[src/rtl/rbd_pkg.sv]
// Shared constants, register codes and types of the RGB bilinear downscaler.
`timescale 1ns / 1ps
package rbd_pkg;

    localparam int DEF_MAX_IN_WIDTH = 1024;
    localparam int DEF_CHANNELS     = 3;
    localparam int IO_CHANNELS      = 3;

    localparam int PIX_W      = 8;
    localparam int COORD_W    = 10;
    localparam int DIM_W      = 11;
    localparam int POS_W      = 27;
    localparam int FRAC_LSB   = 8;
    localparam int INT_LSB    = 16;
    localparam int ACC_W      = 16;
    localparam int SUM_W      = 25;
    localparam int CFG_IDX_W  = 3;
    localparam int CFG_DATA_W = 27;
    localparam int S_DATA_W   = 24;
    localparam int M_DATA_W   = 48;

    // Weight of 1.0 in the 8-bit fraction
    localparam logic [PIX_W:0] WGT_ONE = 9'd256;

    typedef logic [PIX_W-1:0] pix_t;

    typedef enum logic [CFG_IDX_W-1:0] {
        REG_IN_WIDTH   = 3'd0,
        REG_IN_HEIGHT  = 3'd1,
        REG_OUT_WIDTH  = 3'd2,
        REG_OUT_HEIGHT = 3'd3,
        REG_STEP_X     = 3'd4,
        REG_STEP_Y     = 3'd5
    } cfg_reg_t;

    // Interpolation weights and edge flags shared by all lanes
    typedef struct packed {
        logic [PIX_W-1:0] fx;
        logic [PIX_W-1:0] fy;
        logic             hasx;
        logic             hasy;
    } rbd_wgt_t;

endpackage

[src/rtl/rbd_lane.sv]
// One color lane: neighbor selection and the two-step bilinear blend.
`timescale 1ns / 1ps
module rbd_lane (
    input  logic               clk,
    input  logic               ld,
    input  rbd_pkg::rbd_wgt_t  wgt,
    input  rbd_pkg::pix_t      cur,
    input  rbd_pkg::pix_t      left,
    input  rbd_pkg::pix_t      up,
    input  rbd_pkg::pix_t      ul,
    output rbd_pkg::pix_t      px
);
    import rbd_pkg::*;

    pix_t             p00;
    pix_t             p01;
    pix_t             p10;
    pix_t             p11;
    logic [PIX_W:0]   fxc;
    logic [PIX_W:0]   fyc;
    logic [ACC_W:0]   m00;
    logic [ACC_W:0]   m01;
    logic [ACC_W:0]   m10;
    logic [ACC_W:0]   m11;
    logic [ACC_W-1:0] top_next;
    logic [ACC_W-1:0] bot_next;
    logic [ACC_W-1:0] top_reg;
    logic [ACC_W-1:0] bot_reg;
    logic [PIX_W-1:0] fy_reg;
    logic [SUM_W-1:0] s_top;
    logic [SUM_W-1:0] s_bot;
    logic [SUM_W-1:0] s_sum;

    // Missing neighbors outside the image read as zero
    always_comb
    begin
        p11 = (wgt.hasx && wgt.hasy) ? cur : '0;
        p10 = wgt.hasy ? (wgt.hasx ? left : cur) : '0;
        p01 = wgt.hasx ? (wgt.hasy ? up : cur) : '0;
        p00 = wgt.hasx ? (wgt.hasy ? ul : left) : (wgt.hasy ? up : cur);
    end

    assign fxc      = WGT_ONE - {1'b0, wgt.fx};
    assign m00      = (ACC_W+1)'(p00) * (ACC_W+1)'(fxc);
    assign m01      = (ACC_W+1)'(p01) * (ACC_W+1)'(wgt.fx);
    assign m10      = (ACC_W+1)'(p10) * (ACC_W+1)'(fxc);
    assign m11      = (ACC_W+1)'(p11) * (ACC_W+1)'(wgt.fx);
    assign top_next = ACC_W'(m00 + m01);
    assign bot_next = ACC_W'(m10 + m11);

    always_ff @(posedge clk)
    begin
        if (ld)
        begin
            top_reg <= top_next;
            bot_reg <= bot_next;
            fy_reg  <= wgt.fy;
        end
    end

    assign fyc   = WGT_ONE - {1'b0, fy_reg};
    assign s_top = SUM_W'(top_reg) * SUM_W'(fyc);
    assign s_bot = SUM_W'(bot_reg) * SUM_W'(fy_reg);
    assign s_sum = s_top + s_bot;
    assign px    = s_sum[INT_LSB +: PIX_W];

endmodule

[config.mk]
export PLATFORM = sky130hd
export DESIGN_NAME = rbd_lane
export DESIGN_NICKNAME = d
export VERILOG_FILES = /design/src/rtl/rbd_pkg.sv /design/src/rtl/rbd_lane.sv
export SDC_FILE = /design/constraint.sdc
export NUM_CORES = 1
export LEC_CHECK = 0
export BUFFER_PORTS_ARGS = -buffer_cell sky130_fd_sc_hd__buf_2
export CORE_MARGIN = 8
export CORE_UTILIZATION = 52
export DETAILED_ROUTE_END_ITERATION = 6
export PLACE_DENSITY = 0.69
export SETUP_SLACK_MARGIN = 0.1
export SKIP_CTS_REPAIR_TIMING = 1
export SLEW_MARGIN = 30
export SYNTH_ARGS = -nofsm -noshare
export SYNTH_HDL_FRONTEND = slang
export SYNTH_SLANG_ARGS = --single-unit
[constraint.sdc]
create_clock -name clk -period 17.55 [get_ports clk]
set_input_delay 0 -clock clk [delete_from_list [all_inputs] [get_ports clk]]
set_output_delay 0 -clock clk [all_outputs]
set_load 0.005 [all_outputs]
==> results.md <==
- The starting density of the core is 52.2%.
- For this run, design rule violations remaining after detail routing come to 0.
- The total number of vias is 13900.
- Setup violations remaining at the end of the flow were counted as 0.
- The average instance in the mapped netlist occupies 9.00 um^2.
- The final-report hold violation count is 0.
- Entering global routing, the biggest net connects 60 pins.
- The worst-path maximum fanout is 33.
- The count of pins over their slew limit is 0.
- The number of nets in the finished design is 2848.
- The number of filler instances in the final layout is 3355.
- The share of flip-flops with an asynchronous set or reset is 0%.
- The remaining antenna violation count is 0.
- Row generation in the floorplan step produced 71 rows.
- For this design the top-level I/O count stands at 60.
- The largest single stage delay on the critical path is 0.51 ns.
- After layout, the worst path uses 40.9% of the clock period.
- The final global-route overflow total is 0.
- Registers take 0.00120 mm^2.
- Excluding fillers, the count of instances in the completed layout stands at 2648.
- The critical path endpoint category is an output port.
- Setup slack closes at 10.38 ns.
- The nature of the critical path startpoint is a flop.
- Setup repair after global routing left no endpoint under its margin.
- The weighted congestion reported at the end of routability-driven placement is 0.940.
- The flow ran to the end, and the final reports show no timing, DRC or antenna violations.
- In the post-synthesis netlist, the cell with the most instances is sky130_fd_sc_hd__inv_1.
- The count of routing violations after the opening detailed-route iteration is 706.
- The most area-hungry cell type in the Yosys netlist is sky130_fd_sc_hd__fa_1.
- The cell with the largest stage delay on the worst path is sky130_fd_sc_hd__xor2_2.
- The transition time of the tightest slew-check pin is 0.912 ns.
- In this run the cell area of the synthesized design comes to 0.0194 mm^2.
- The average detailed-routed wire length per instance is 16.8 um.
- The area of the die is 0.0438 mm^2.
- The share of post-route cells with drive strength above 1 is 5.11%.
- The tightest min-delay check is of the input port to flop type.
- The warning count from the yosys run is 0.
- From bottom edge to top edge, the die measures 209 um.
- CTS saw 40 sinks.
- The repair_antennas step left the layout with diodes totalling 0.
- The time the worst path needs with I/O delays and setup is 7.17 ns.
- The total area inside the core boundary comes to 0.0372 mm^2.
- In this run the tool buffered the top-level ports with 59 buffer cells.
- The wire length of the first global-routing pass is 76000 um.
- The detail-routed via count per cell is 5.24.
- The cell that appears most often on the critical path is sky130_fd_sc_hd__fa_1.
- The layout-stage area growth over the synthesis result is 5.18%.
- Clock tree synthesis inserted a total of 5 buffers.
- The number of buffers on the longest clock path is 2.
- The fraction of the yosys area taken by sequential cells is 6.18%.
- The placed cell count is 2632.
- In this run the clock root is driven by a sky130_fd_sc_hd__clkbuf_16.
- TritonCTS built the clock tree.
- The number of stages on the worst hold path is 1.
- CTS built an H-tree with a depth of 2.
- In the global route stage, overall resource usage came out at 21.3%.
- The critical path in this run is classified as flop to output port.
- The highest clock frequency the design can meet is 0.139 GHz.
- In this run, distinct cell masters in the synthesized netlist total 51.
- The launch instance of the worst min-delay path is ld.
- The post-synthesis net count is 2833.
- In the synthesized netlist, the cells that appear most often are 563 x sky130_fd_sc_hd__inv_1, 422 x sky130_fd_sc_hd__fa_1, 280 x sky130_fd_sc_hd__and2_1, 256 x sky130_fd_sc_hd__nand2_1, 201 x sky130_fd_sc_hd__ha_1.
- The most critical setup path has its startpoint at fy_reg[0].
- The critical path goes through buf_4 -> inv_1 -> ha_1 -> nor2b_1 -> nand2_1 -> xor2_2 -> nand2_1 -> fa_1 -> fa_1 -> inv_1 -> fa_1 -> fa_1 -> fa_1 -> inv_1 -> fa_1 -> inv_1 -> ha_1 -> a211oi_2 -> o211ai_2 -> o211ai_4 -> a31oi_4 -> or4_1 -> nand3_1 -> buf_2.
- The required time reported for the critical path endpoint is 17.55 ns.
- In this run the horizontal extent of the chip is 209 um.
- Summing all multi-input logic gate instances after layout gives 0.0158 mm^2.
- The number of register bits inferred by synthesis is 40.
- The instance count of the mapped netlist is 2158.
- The critical path arrival is 7.17 ns.
- The wire-length estimate of the detail-placed layout is 37900 um.
- The pre-CTS worst setup slack is 10.30 ns.
- Measured against its own limit, the worst slew margin works out to 39.2%.
- The initial antenna violation count is 0.
- The number of iterations in the first detailed-routing pass is 5.
- The area share of the largest cell type after synthesis is 43.5%.
- The predominant post-synthesis flop cell is sky130_fd_sc_hd__edfxtp_1.
- Ranked by total cell area, the synthesized netlist is headed by sky130_fd_sc_hd__fa_1 43%, sky130_fd_sc_hd__ha_1 13%, sky130_fd_sc_hd__inv_1 11%.
- After clock tree synthesis, the clock-pin slew on the worst setup and hold paths is 0.06 ns.
- The routed wire length is 44500 um.
- For the final routed database, the setup TNS stands at 0 ns.
- The number of synthesized flops with an enable pin is 40.
- The number of global-route vias before repair is 15200.
- The total of max-cap violations is 0.
[layout make-up]
class / count / area share [%]
multi-input combinational: 1477 / 77.5
inverter: 563 / 10.3
sequential: 40 / 5.88
tap: 474 / 2.90
timing repair buffer: 86 / 2.53
clock buffer: 5 / 0.612
clock inverter: 3 / 0.226
[metrics by stage]
| stage | hold slack, ns | cell area [um^2] | util [%] |
|---|---|---|---|
| after floorplan | 0.0989 | 19400 | - |
| after global placement | 0.178 | 20200 | 54.2 |
| after detailed placement | 0.179 | 20200 | 54.2 |
| after CTS | -0.128 | 20300 | 54.7 |
| after global routing | 0.425 | 20400 | 54.9 |
| final | 0.393 | 20400 | 54.9 |
[logic make-up after synthesis]
logic type / count (synthesis) / synth area share [%]
AO/OA/AOI/OAI: 96 / 3.39
XOR/XNOR: 59 / 2.73
adder cells (fa/ha/maj): 623 / 56.4
buffers and inverters: 641 / 12.4
flip-flops: 40 / 6.18
multiplexers: 25 / 1.34
AND/OR/NAND/NOR: 674 / 17.5
[cell usage in the layout (no fill, tap or decap), types with 4 or more instances in the layout]
master	synthesis	layout
sky130_fd_sc_hd__buf_2	7	59
sky130_fd_sc_hd__dlygate4sd3_1	0	8
sky130_fd_sc_hd__o21a_1	6	6
sky130_fd_sc_hd__edfxtp_1	40	40
sky130_fd_sc_hd__o21ai_1	10	10
sky130_fd_sc_hd__nand2_1	256	256
sky130_fd_sc_hd__nor3_1	12	12
sky130_fd_sc_hd__clkbuf_16	0	5
sky130_fd_sc_hd__xor2_1	18	17
sky130_fd_sc_hd__fa_1	422	422
sky130_fd_sc_hd__nand4_1	5	5
sky130_fd_sc_hd__buf_4	1	19
sky130_fd_sc_hd__and2_1	280	280
sky130_fd_sc_hd__o21ai_0	16	16
sky130_fd_sc_hd__a21oi_1	22	22
sky130_fd_sc_hd__and3_1	20	20
sky130_fd_sc_hd__nand3_1	12	12
sky130_fd_sc_hd__mux2_2	8	8
sky130_fd_sc_hd__a21oi_2	4	4
sky130_fd_sc_hd__xnor2_1	40	37
sky130_fd_sc_hd__inv_1	563	563
sky130_fd_sc_hd__nor2_1	63	63
sky130_fd_sc_hd__nand2b_1	4	4
sky130_fd_sc_hd__a21o_1	8	8
sky130_fd_sc_hd__ha_1	201	201
sky130_fd_sc_hd__mux2i_1	17	17
sky130_fd_sc_hd__a211oi_1	10	10
sky130_fd_sc_hd__o21bai_1	5	5
sky130_fd_sc_hd__nor2b_1	10	10
[critical path: cells and delay by family (launching register included)]
family,cells,cell delay (ns)
and+or+nand+nor,5,0.95
xor gates and xnor gates,1,0.51
AOI/OAI and AO/OA,4,0.92
adders and majority gates,8,3.48
DFF,1,0.32
buffers and inverters,6,0.68
[final timing paths]
check	to	slack, ns
worst max-delay path	px[4]	10.38
worst min-delay path	fy_reg[5]	0.39
[routing by layer]
layer  GRT usage, %  up-vias  share of wire (%)
li1               -     6348                  -
met1           27.5     7004                 42
met2           38.3      456                 50
met3           1.45       77                5.4
met4           5.93        0                2.6
met5              0        -                  0
Power is left out: the tool's default activity adds up to more than one toggle a clock period on the data nets, which glitch-free logic cannot reach.
