## src/rtl/rbd_pkg.sv

```systemverilog
// Shared constants, register codes and types of the RGB bilinear downscaler.
`timescale 1ns / 1ps
package rbd_pkg;

    localparam int DEF_MAX_IN_WIDTH = 1024;
    localparam int DEF_CHANNELS     = 3;
    localparam int IO_CHANNELS      = 3;

    localparam int PIX_W      = 8;
    localparam int COORD_W    = 10;
    localparam int DIM_W      = 11;
    localparam int POS_W      = 27;
    localparam int FRAC_LSB   = 8;
    localparam int INT_LSB    = 16;
    localparam int ACC_W      = 16;
    localparam int SUM_W      = 25;
    localparam int CFG_IDX_W  = 3;
    localparam int CFG_DATA_W = 27;
    localparam int S_DATA_W   = 24;
    localparam int M_DATA_W   = 48;

    // Weight of 1.0 in the 8-bit fraction
    localparam logic [PIX_W:0] WGT_ONE = 9'd256;

    typedef logic [PIX_W-1:0] pix_t;

    typedef enum logic [CFG_IDX_W-1:0] {
        REG_IN_WIDTH   = 3'd0,
        REG_IN_HEIGHT  = 3'd1,
        REG_OUT_WIDTH  = 3'd2,
        REG_OUT_HEIGHT = 3'd3,
        REG_STEP_X     = 3'd4,
        REG_STEP_Y     = 3'd5
    } cfg_reg_t;

    // Interpolation weights and edge flags shared by all lanes
    typedef struct packed {
        logic [PIX_W-1:0] fx;
        logic [PIX_W-1:0] fy;
        logic             hasx;
        logic             hasy;
    } rbd_wgt_t;

endpackage

```

## src/rtl/rbd_merge.sv

```systemverilog
// Output stage: gathers the lane results and position into one held transaction.
`timescale 1ns / 1ps
module rbd_merge (
    input  logic                                         clk,
    input  logic                                         rst_n,
    input  logic                                         ld,
    input  logic [rbd_pkg::IO_CHANNELS*rbd_pkg::PIX_W-1:0] rgb,
    input  logic [rbd_pkg::COORD_W-1:0]                  col,
    input  logic [rbd_pkg::COORD_W-1:0]                  row,
    input  logic                                         done,
    output logic                                         free,
    output logic                                         m_tvalid,
    input  logic                                         m_tready,
    output logic [rbd_pkg::M_DATA_W-1:0]                 m_tdata,  // out_red, out_green, out_blue, out_col, out_row
    output logic                                         m_tlast   // frame_done
);
    import rbd_pkg::*;

    localparam int PAD_W = M_DATA_W - IO_CHANNELS*PIX_W - 2*COORD_W;

    logic                valid_reg;
    logic [M_DATA_W-1:0] data_reg;
    logic                last_reg;

    assign free = !valid_reg || m_tready;

    always_ff @(posedge clk or negedge rst_n)
    begin
        if (!rst_n)
        begin
            valid_reg <= 1'b0;
        end
        else if (ld)
        begin
            valid_reg <= 1'b1;
        end
        else if (m_tready)
        begin
            valid_reg <= 1'b0;
        end
    end

    always_ff @(posedge clk)
    begin
        if (ld)
        begin
            data_reg <= {{PAD_W{1'b0}}, row, col, rgb};
            last_reg <= done;
        end
    end

    assign m_tvalid = valid_reg;
    assign m_tdata  = data_reg;
    assign m_tlast  = last_reg;

endmodule

```

## config.mk

```make
export PLATFORM = sky130hd
export DESIGN_NAME = rbd_merge
export DESIGN_NICKNAME = d
export VERILOG_FILES = /design/src/rtl/rbd_pkg.sv /design/src/rtl/rbd_merge.sv
export SDC_FILE = /design/constraint.sdc
export NUM_CORES = 1
export LEC_CHECK = 0
export ABC_AREA = 1
export BUFFER_PORTS_ARGS = -buffer_cell sky130_fd_sc_hd__buf_2
export CAP_MARGIN = 20
export CORE_MARGIN = 3
export CORE_UTILIZATION = 28
export CTS_BUF_LIST = sky130_fd_sc_hd__clkbuf_4 sky130_fd_sc_hd__clkbuf_8 sky130_fd_sc_hd__clkbuf_16
export DETAILED_ROUTE_END_ITERATION = 12
export SYNTH_ARGS = -nofsm -noshare
export SYNTH_HDL_FRONTEND = slang
export SYNTH_SLANG_ARGS = --single-unit
```

## constraint.sdc

```tcl
create_clock -name clk -period 0.8 [get_ports clk]
set_input_delay 0.16 -clock clk [delete_from_list [all_inputs] [get_ports clk]]
set_output_delay 0.16 -clock clk [all_outputs]
set_load 0.03 [all_outputs]
```

==> results of run 1 <==
-- placed cells by master (no fill, tap or decap), types with 2 or more instances in the layout --
cell type  count
buf_2         49
buf_6         46
edfxtp_1      45
clkbuf_8       5
conb_1         4
buf_4          3
inv_1          2
buf_12         2
-- registers in the layout, indices dropped and copies added (netlist names) --
| name | count |
|---|---|
| m_tdata | 44 |
| m_tlast | 1 |
| m_tvalid | 1 |
-- worst max-delay path, stage by stage (launching register included) --
cell	delay, ns
dfrtp_2	0.43
nand2_4	0.06
buf_6	0.12
-- logic make-up (layout without fill, tap and decap cells) --
family	after synthesis	in the layout	share of synthesized area, %
other	1	4	0.262
AND/OR/NAND/NOR	2	2	0.875
flip-flops	46	46	96.2
buffers and inverters	6	111	2.62
-- power groups by stage --
stage	registers [mW]	clock network [mW]	logic (mW)
2_1_floorplan	3.35	0	0.0568
6_report	2.94	1.35	1.02
3_5_place_dp	2.95	0	0.803
4_1_cts	2.95	1.42	1.02
5_1_grt	2.97	1.52	1.06
3_3_place_gp	2.94	0	0.792
-- final timing paths --
path / startpoint / end / cells past startpoint
worst max-delay path: m_tvalid / free / 2
min in group asynchronous: rst_n / m_tvalid / 2
worst max register to register: m_tvalid / m_tvalid / 5
worst min register to register: m_tvalid / m_tvalid / 5
max in group asynchronous: rst_n / m_tvalid / 2
worst min-delay path: rgb[19] / m_tdata[19] / 1
-- final cells by class --
class / instances / area [um2] / share of cell area, %
tap: 67 / 83.8 / 3.46
sequential: 46 / 1380 / 56.9
timing repair buffer: 101 / 836 / 34.5
clock buffer: 6 / 76.3 / 3.15
multi-input combinational: 6 / 32.5 / 1.34
inverter: 2 / 7.51 / 0.310
clock inverter: 2 / 8.76 / 0.362
-- metrics by stage --
| step | std cells | setup WS (ns) | area [um2] | setup TNS, ns |
|---|---|---|---|---|
| 6_report | 230 | -0.262 | 2420 | -8.98 |
| 4_1_cts | 229 | -0.281 | 2410 | -9.78 |
| 3_5_place_dp | 219 | -0.0177 | 2020 | -0.153 |
| 5_1_grt | 230 | -0.306 | 2420 | -11.25 |
| 2_1_floorplan | 58 | 0.0162 | 1450 | 0 |
| 3_3_place_gp | 219 | -0.00874 | 2020 | -0.00874 |
-- metal layers --
layer  up-vias  share of wire [%]
met2        63                 54
met3         0                 13
met4         0                  0
met5         -                  0
met1       408                 32
li1        413                  -
-- timing repair --
action | in CTS | in global routing
endpoints found under the setup margin | 47 | 48
setup buffers | 1 | 1
hold buffers | 1 | 0
pin swaps | 1 | 0
cloned | 0 | 0
hold endpoints to repair | 1 | 0
resized for setup | 92 | 0
==> results.tsv, run 1 <==
stage	metric	value	unit
yosys	synth.cell_area	1430	um2
layout	synthToLayoutAreaGrowth	69.4	%
pwr	power.internal	3.95	mW
yosys	yosys_register_bits	46	
routing	drtIter0Drc	20	
pwr	vdd_ir_drop_max	0.00111	V
layout	diodes	0	
timing	setup_viol_count_final	48	
routing	drt-pass1-iter-count	3	
global_route	globalRoute.totalOverflow	0	
global_route	gr-usage-met2	18.8	%
pwr	power.leakage	1.04	nW
clock_network	clk_sinks	46	
worst_setup_path	timing.critical_path.fanout_max	2	
routing	drt-wirelength-per-cell	13.5	um
yosys	post-synth-top-count-cell	edfxtp_1	
status	status	finished, violations left	
yosys	synth-edff-count	45	
global_route	grt-busiest-layer	met2	
routing	drc_viols	0	
global_route	met1_track_utilization_from_global_routing	10.6	%
worst_setup_path	critical_path_class	reg2out	
global_route	global_route.usage.met3	7.08	%
yosys	area_contributors_post_synth	edfxtp_1 (94%), buf_4 (2.1%), dfrtp_1 (1.7%)	
clock_network	tritoncts.num_buffers	5	
yosys	yosysTopAreaCell	edfxtp_1	
worst_setup_path	worst-endpoint-required	0.64	ns
timing	number_of_hold_slack_violations_in_the_final_timing_report	0	
timing	timing.final.max_slew_violations	0	
routing	routed_via_density	3.84	
place	port_buffers	95	
floorplan	die_height	77.5	um
clock_network	clk_pin_slew_worst_setup_hold_paths	0.08	ns
yosys	yosysWarnings	0	
layout	finish.net_count	211	
floorplan	dieArea	6000	um2
pwr	p_clk_share	25.4	%
global_route	grt_pass1_vias	1013	
pwr	p_sw_share	25.7	%
clock_network	cts.path.max_buffers	2	
pwr	seq_power_share	55.4	%
timing	grt_setup_unrepaired	yes	
floorplan	design.core.area	4820	um2
global_route	grtUsageTotal	10.8	%
worst_setup_path	worst_setup_path_end_kind	output pin	
layout	final_layout_size_suffix_gt1_share	67.5	%
yosys	synth_cell_type_count	6	
yosys	synth_seq_area_share	96.2	%
timing	final.min_clock_period	1.06	ns
worst_setup_path	setup.reg_to_reg.worst_slack	-0.10	ns
timing	post-route-worst-setup-slack	-0.262	ns
global_route	grt_antenna_before_repair	0	
clock_network	clockRootBuffer	clkbuf_8	
floorplan	ioPinCount	100	
worst_setup_path	cp_startpoint_kind	flip-flop	
worst_setup_path	worstPathArrival	0.90	ns
pwr	pwr_density_cell	2190	nW/um2
pwr	p_sw	1.37	mW
clock_network	cts_tree	yes	
yosys	ys_async_sr_fraction	2.17	%
run	cap_viol_max_count	0	
timing	layout_worst_path_cycle_share	133	%
global_route	grt_max_degree	26	
global_route	first_pass_grt_wire_length	4.85	mm
timing	clock.fmax	0.941	GHz
timing	finClkSkew	0	ns
timing	hold-worst-slack	0.0422	ns
floorplan	num_rows	25	
hold_path	min-delay-path-class	in2reg	
pwr	totalPowerFinal	5.31	mW
floorplan	die_x	77.5	um
status	failed_checks	setup timing	
yosys	post_synth.cell_area_avg	26.0	um2
yosys	synth_common_cells	edfxtp_1 (45), buf_4 (4), inv_1 (2), nand2_2 (2)	
clock_network	worst_skew_pair.late_latency	0.29	ns
routing	routed_wl	3.10	mm
routing	via_count	884	
yosys	postSynthCellCount	55	
routing	antenna_violating_nets_post_route	0	
clock_network	h-tree-depth	2	
floorplan	initial_core_utilization	29.7	%
layout	fill_cells	433	
layout	final_core_utilization	50.3	%
yosys	synth_flop_cell	edfxtp_1	
yosys	synthDominantCellAreaShare	94.5	%
place	final_estimated_routing_congestion_in_global_placement	0.628	
pwr	combinationalPowerShare	19.1	%
(Power assumes the default switching activity.)
==> inputs of run 2 (changes only) <==
--- a/config.mk
+++ b/config.mk
@@ -5,7 +5,6 @@
 export SDC_FILE = /design/constraint.sdc
 export NUM_CORES = 1
 export LEC_CHECK = 0
-export ABC_AREA = 1
 export BUFFER_PORTS_ARGS = -buffer_cell sky130_fd_sc_hd__buf_2
 export CAP_MARGIN = 20
 export CORE_MARGIN = 3
==> results.tsv, run 2 <==
stage	metric	value	unit
floorplan	die_height	77.5	um
pwr	pwr_density_cell	2200	nW/um2
hold_path	min_to	m_tdata[23]	
place	final_estimated_routing_congestion_in_global_placement	0.632	
yosys	post_synth.cell_area_avg	27.0	um2
global_route	grtUsageTotal	10.5	%
yosys	synth_flop_cell	edfxtp_1	
layout	final_common_cell	buf_2	
pwr	power.leakage	1.02	nW
yosys	synthDominantCellAreaShare	94.3	%
worst_setup_path	setup.reg_to_reg.worst_slack	-0.04	ns
worst_setup_path	worstPathArrival	0.91	ns
layout	final_cell_mix	buf_2 (48), buf_6 (46), edfxtp_1 (45), clkbuf_8 (5), conb_1 (4)	
yosys	synth_seq_area_share	96.1	%
status	failed_checks	setup timing	
routing	drtIter0Drc	24	
clock_network	clk_sinks	46	
place	dp.cells	216	
global_route	first_pass_grt_wire_length	4.73	mm
yosys	synth_common_cells	edfxtp_1 (45), buf_4 (4)	
floorplan	dieArea	6010	um2
global_route	grt_pass1_vias	953	
pwr	p_sw	1.34	mW
worst_setup_path	worst_setup_path_end_kind	output pin	
place	port_buffers	95	
pwr	p_clk_share	25.1	%
yosys	synth_cell_type_count	6	
timing	finalSetupTns	-8.87	ns
layout	diodes	0	
routing	routed_via_density	3.82	
layout	largest_reg_flops	44	
place	dpl_cell_area	2000	um2
worst_setup_path	critical_path_class	reg2out	
clock_network	h-tree-depth	2	
routing	drt-pass1-iter-count	3	
yosys	yosys_register_bits	46	
yosys	postSynthCellCount	53	
clock_network	worst_skew_pair.late_latency	0.28	ns
yosys	area_contributors_post_synth	edfxtp_1 (94%), buf_4 (2.1%), dfrtp_1 (1.7%)	
worst_setup_path	critical_path.reg2reg.startpoint	m_tvalid	
timing	finClkSkew	0	ns
timing	setup_viol_count_final	48	
timing	number_of_hold_slack_violations_in_the_final_timing_report	0	
timing	layout_worst_path_cycle_share	134	%
global_route	globalRoute.totalOverflow	0	
floorplan	initial_core_utilization	29.5	%
routing	antenna_violating_nets_post_route	0	
floorplan	design.core.area	4850	um2
pwr	vdd_ir_drop_max	0.00109	V
pwr	seq_power_share	55.8	%
hold_path	hold-path-cell-count	1	
layout	stdcell_count	227	
timing	post-route-worst-setup-slack	-0.268	ns
pwr	power.internal	3.94	mW
routing	drc_viols	0	
worst_setup_path	cp_startpoint_kind	flip-flop	
layout	final_core_utilization	49.5	%
routing	routed_wl	3.08	mm
worst_setup_path	worst-endpoint-required	0.64	ns
worst_setup_path	timing.critical_path.fanout_max	2	
timing	grt_setup_unrepaired	yes	
layout	finish.net_count	208	
yosys	post-synth-top-count-cell	edfxtp_1	
hold_path	min-delay-path-class	in2reg	
global_route	grt_antenna_before_repair	0	
yosys	yosysTopAreaCell	edfxtp_1	
yosys	yosysWarnings	0	
yosys	synth-edff-count	45	
clock_network	tritoncts.num_buffers	5	
yosys	ys_async_sr_fraction	2.17	%
routing	drt-wirelength-per-cell	13.6	um
pwr	p_sw_share	25.4	%
floorplan	ioPinCount	100	
yosys	synth.cell_area	1430	um2
timing	final.min_clock_period	1.07	ns
layout	synthToLayoutAreaGrowth	67.7	%
worst_setup_path	r2r_path_end	m_tvalid	
clock_network	cts.path.max_buffers	2	
clock_network	clk_pin_slew_worst_setup_hold_paths	0.08	ns
layout	fill_cells	430	
timing	clock.fmax	0.936	GHz
run	cap_viol_max_count	0	
global_route	grt_max_degree	33	
clock_network	cts_tree	yes	
clock_network	clockRootBuffer	clkbuf_8	
routing	via_count	867	
status	status	finished, violations left	
hold_path	worstHoldStart	rgb[23]	
pwr	combinationalPowerShare	19.1	%
timing	timing.final.max_slew_violations	0	
floorplan	die_x	77.5	um
layout	final_layout_size_suffix_gt1_share	68.1	%
layout	postLayoutCellArea	2400	um2
floorplan	num_rows	25	
worst_setup_path	worst_setup_path_startpoint	m_tvalid	
worst_setup_path	ff2ff_path_depth	4	
==> run 2: cell types whose count changed after synthesis, sizes merged <==
cell	previous run	this run
inv	2	0
nand2	2	0
nand2b	0	2
==> run 2: timing repair <==
item                                   CTS  global route
endpoints found under the hold margin    1             0
pin swaps                                0             0
setup endpoints to repair               47            47
hold buffers                             1             0
setup buffers                            1             1
gates resized for setup                 92             1
==> run 2: critical path, stage by stage, from the launching register on <==
cell and delay [ns]:
dfrtp_2 0.42, nand2b_4 0.08, buf_6 0.13
==> run 2: metal layers <==
metal  vias up  track usage (%)  share of wire (%)
met5         -                0                  0
met4         0             3.20               0.88
met3         5             5.80                 11
met2        64             18.7                 54
met1       392             10.5                 34
li1        406                -                  -
==> run 2: final cells by class <==
cell class                 count  area, um2  share of cell area (%)
sequential                    46       1380                    57.3
timing repair buffer         100        818                    34.1
tap                           67       83.8                    3.49
clock buffer                   6       76.3                    3.18
multi-input combinational      6       37.5                    1.56
clock inverter                 2       8.76                   0.365
==> run 2: how the worst max path moves through the flow <==
stage | to | slack, ns
CTS | free | -0.29
finish | free | -0.27
global placement | free | -0.02
floorplan | m_tvalid | 0.002
global route | free | -0.31
detailed placement | free | -0.03
==> run 2: per-stage QoR <==
step / setup WS [ns] / hold WS, ns / total power, mW
2_1_floorplan: 0.00156 / -0.136 / 3.41
3_3_place_gp: -0.0191 / -0.0652 / 3.73
3_5_place_dp: -0.0303 / -0.0629 / 3.75
4_1_cts: -0.286 / 0.0214 / 5.37
5_1_grt: -0.312 / 0.0129 / 5.53
6_report: -0.268 / 0.0389 / 5.28
==> run 2: power by group through the flow <==
stage / logic [mW] / clock network [mW] / registers (mW)
floorplan: 0.0567 / 0 / 3.35
global placement: 0.781 / 0 / 2.95
detailed placement: 0.792 / 0 / 2.95
CTS: 1.01 / 1.41 / 2.95
global route: 1.05 / 1.51 / 2.97
finish: 1.01 / 1.33 / 2.95
==> run 2: cell families after synthesis <==
family | share of synthesized area (%)
other | 0.262
DFF | 96.1
and+or+nand+nor | 1.57
buffers and inverters | 2.10
==> inputs of run 3 (changes only) <==
--- a/config.mk
+++ b/config.mk
@@ -7,7 +7,6 @@
 export LEC_CHECK = 0
 export BUFFER_PORTS_ARGS = -buffer_cell sky130_fd_sc_hd__buf_2
 export CAP_MARGIN = 20
-export CORE_MARGIN = 3
 export CORE_UTILIZATION = 28
 export CTS_BUF_LIST = sky130_fd_sc_hd__clkbuf_4 sky130_fd_sc_hd__clkbuf_8 sky130_fd_sc_hd__clkbuf_16
 export DETAILED_ROUTE_END_ITERATION = 12
==> constraint.sdc (replaced) <==
create_clock -name clk -period 1.3 [get_ports clk]
set_input_delay 0.26 -clock clk [delete_from_list [all_inputs] [get_ports clk]]
set_output_delay 0.26 -clock clk [all_outputs]
set_load 0.03 [all_outputs]
==> results.tsv, run 3 (same netlist as run 2, synthesis figures left out) <==
stage	metric	value	unit
floorplan	design.core.area	4820	um2
layout	synthToLayoutAreaGrowth	48.3	%
worst_setup_path	worst_setup_path_end_kind	output pin	
clock_network	cts.path.max_buffers	2	
routing	via_count	867	
clock_network	cts_tree	yes	
global_route	globalRoute.totalOverflow	0	
pwr	pwr_density_cell	1550	nW/um2
worst_setup_path	worst-endpoint-required	1.04	ns
timing	post-route-worst-setup-slack	0.0742	ns
routing	drt-pass1-iter-count	4	
pwr	power.leakage	0.922	nW
place	final_estimated_routing_congestion_in_global_placement	0.688	
routing	drc_viols	0	
floorplan	num_rows	25	
layout	diodes	0	
place	port_buffers	95	
place	place_hpwl	2.16	mm
clock_network	h-tree-depth	2	
hold_path	min-delay-path-class	in2reg	
global_route	grt_max_degree	36	
clock_network	tritoncts.num_buffers	5	
timing	grt_setup_unrepaired	no	
clock_network	cts_setup_buffers	0	
status	status	finished clean	
global_route	grt_antenna_before_repair	1	
clock_network	clk_sinks	46	
layout	final_cell_mix	buf_2 (95), edfxtp_1 (45), clkbuf_8 (5), conb_1 (4)	
layout	finish.net_count	206	
place	dpl_cell_area	2000	um2
worst_setup_path	cp_startpoint_kind	flip-flop	
timing	finClkSkew	0	ns
timing	finalSetupTns	0	ns
global_route	grt_pass1_vias	854	
routing	routed_wl	2.79	mm
clock_network	worst_skew_pair.late_latency	0.29	ns
pwr	vdd_ir_drop_max	0.000887	V
global_route	first_pass_grt_wire_length	4.00	mm
routing	antenna_violating_nets_post_route	0	
floorplan	initial_core_utilization	29.7	%
worst_setup_path	worstPathArrival	0.97	ns
pwr	totalPowerFinal	3.30	mW
worst_setup_path	critical_path_class	reg2out	
floorplan	die_height	73.5	um
global_route	grtUsageTotal	10.7	%
worst_setup_path	timing.critical_path.fanout_max	2	
timing	timing.final.max_slew_violations	0	
timing	layout_worst_path_cycle_share	94.3	%
layout	largest_reg_flops	44	
place	post-place-ws	0.382	ns
run	cap_viol_max_count	0	
routing	routed_via_density	3.85	
clock_network	clk_pin_slew_worst_setup_hold_paths	0.08	ns
layout	fill_cells	504	
clock_network	clockRootBuffer	clkbuf_8	
layout	final_layout_size_suffix_gt1_share	67.7	%
timing	final.min_clock_period	1.23	ns
timing	clock.fmax	0.816	GHz
routing	drtIter0Drc	24	
routing	drt-wirelength-per-cell	12.4	um
timing	number_of_hold_slack_violations_in_the_final_timing_report	0	
floorplan	die_x	73.5	um
layout	postLayoutCellArea	2120	um2
timing	setup_viol_count_final	0	
floorplan	ioPinCount	100	
floorplan	dieArea	5410	um2
layout	final_common_cell	buf_2	
run 3: through the flow:
step                hold slack, ns  util (%)  instances
finish                       0.134      44.1        225
global route                 0.111      44.1        225
CTS                          0.120      44.1        225
detailed placement          0.0372      41.5        216
global placement            0.0353      41.5        216
floorplan                  -0.0356         -         56
run 3: where the power goes:
group	internal, mW	switching [mW]	leakage, nW
clock network	0.594	0.444	0.0548
registers	1.75	0.0274	0.451
logic	0.140	0.339	0.416
total	2.49	0.810	0.922
run 3: what timing repair did:
item	4_1_cts	5_1_grt
endpoints found under the hold margin	1	0
resized for setup	0	0
hold buffers	1	0
run 3: final cells by class:
| class | count | area (um2) | share of cell area [%] |
|---|---|---|---|
| clock buffer | 6 | 76.3 | 3.59 |
| clock inverter | 2 | 37.5 | 1.77 |
| multi-input combinational | 6 | 37.5 | 1.77 |
| sequential | 46 | 1380 | 64.8 |
| tap | 67 | 83.8 | 3.95 |
| timing repair buffer | 98 | 513 | 24.1 |
run 3: worst max-delay path, cell delays in order (launching register included):
cell and delay, ns:
dfrtp_1 0.41, nand2b_4 0.08, buf_2 0.19
run 3: final timing paths:
path | from | end | slack [ns] | cells after the start
min in group asynchronous | rst_n | m_tvalid | 0.26 | 2
max | m_tvalid | free | 0.07 | 2
max in group asynchronous | rst_n | m_tvalid | 0.96 | 2
min | rgb[12] | m_tdata[12] | 0.13 | 1
min reg2reg | m_tvalid | m_tvalid | 0.54 | 2
max reg2reg | m_tvalid | m_tvalid | 0.65 | 2
run 3: per-layer routing:
metal	track usage (%)	vias to the layer above	share of wire, %	routed length, um
li1	-	405	-	-
met1	8.84	393	31	857
met2	18.7	58	53	1480
met3	7.27	9	14	402
met4	5.77	2	1.4	40
met5	0	-	0.36	10
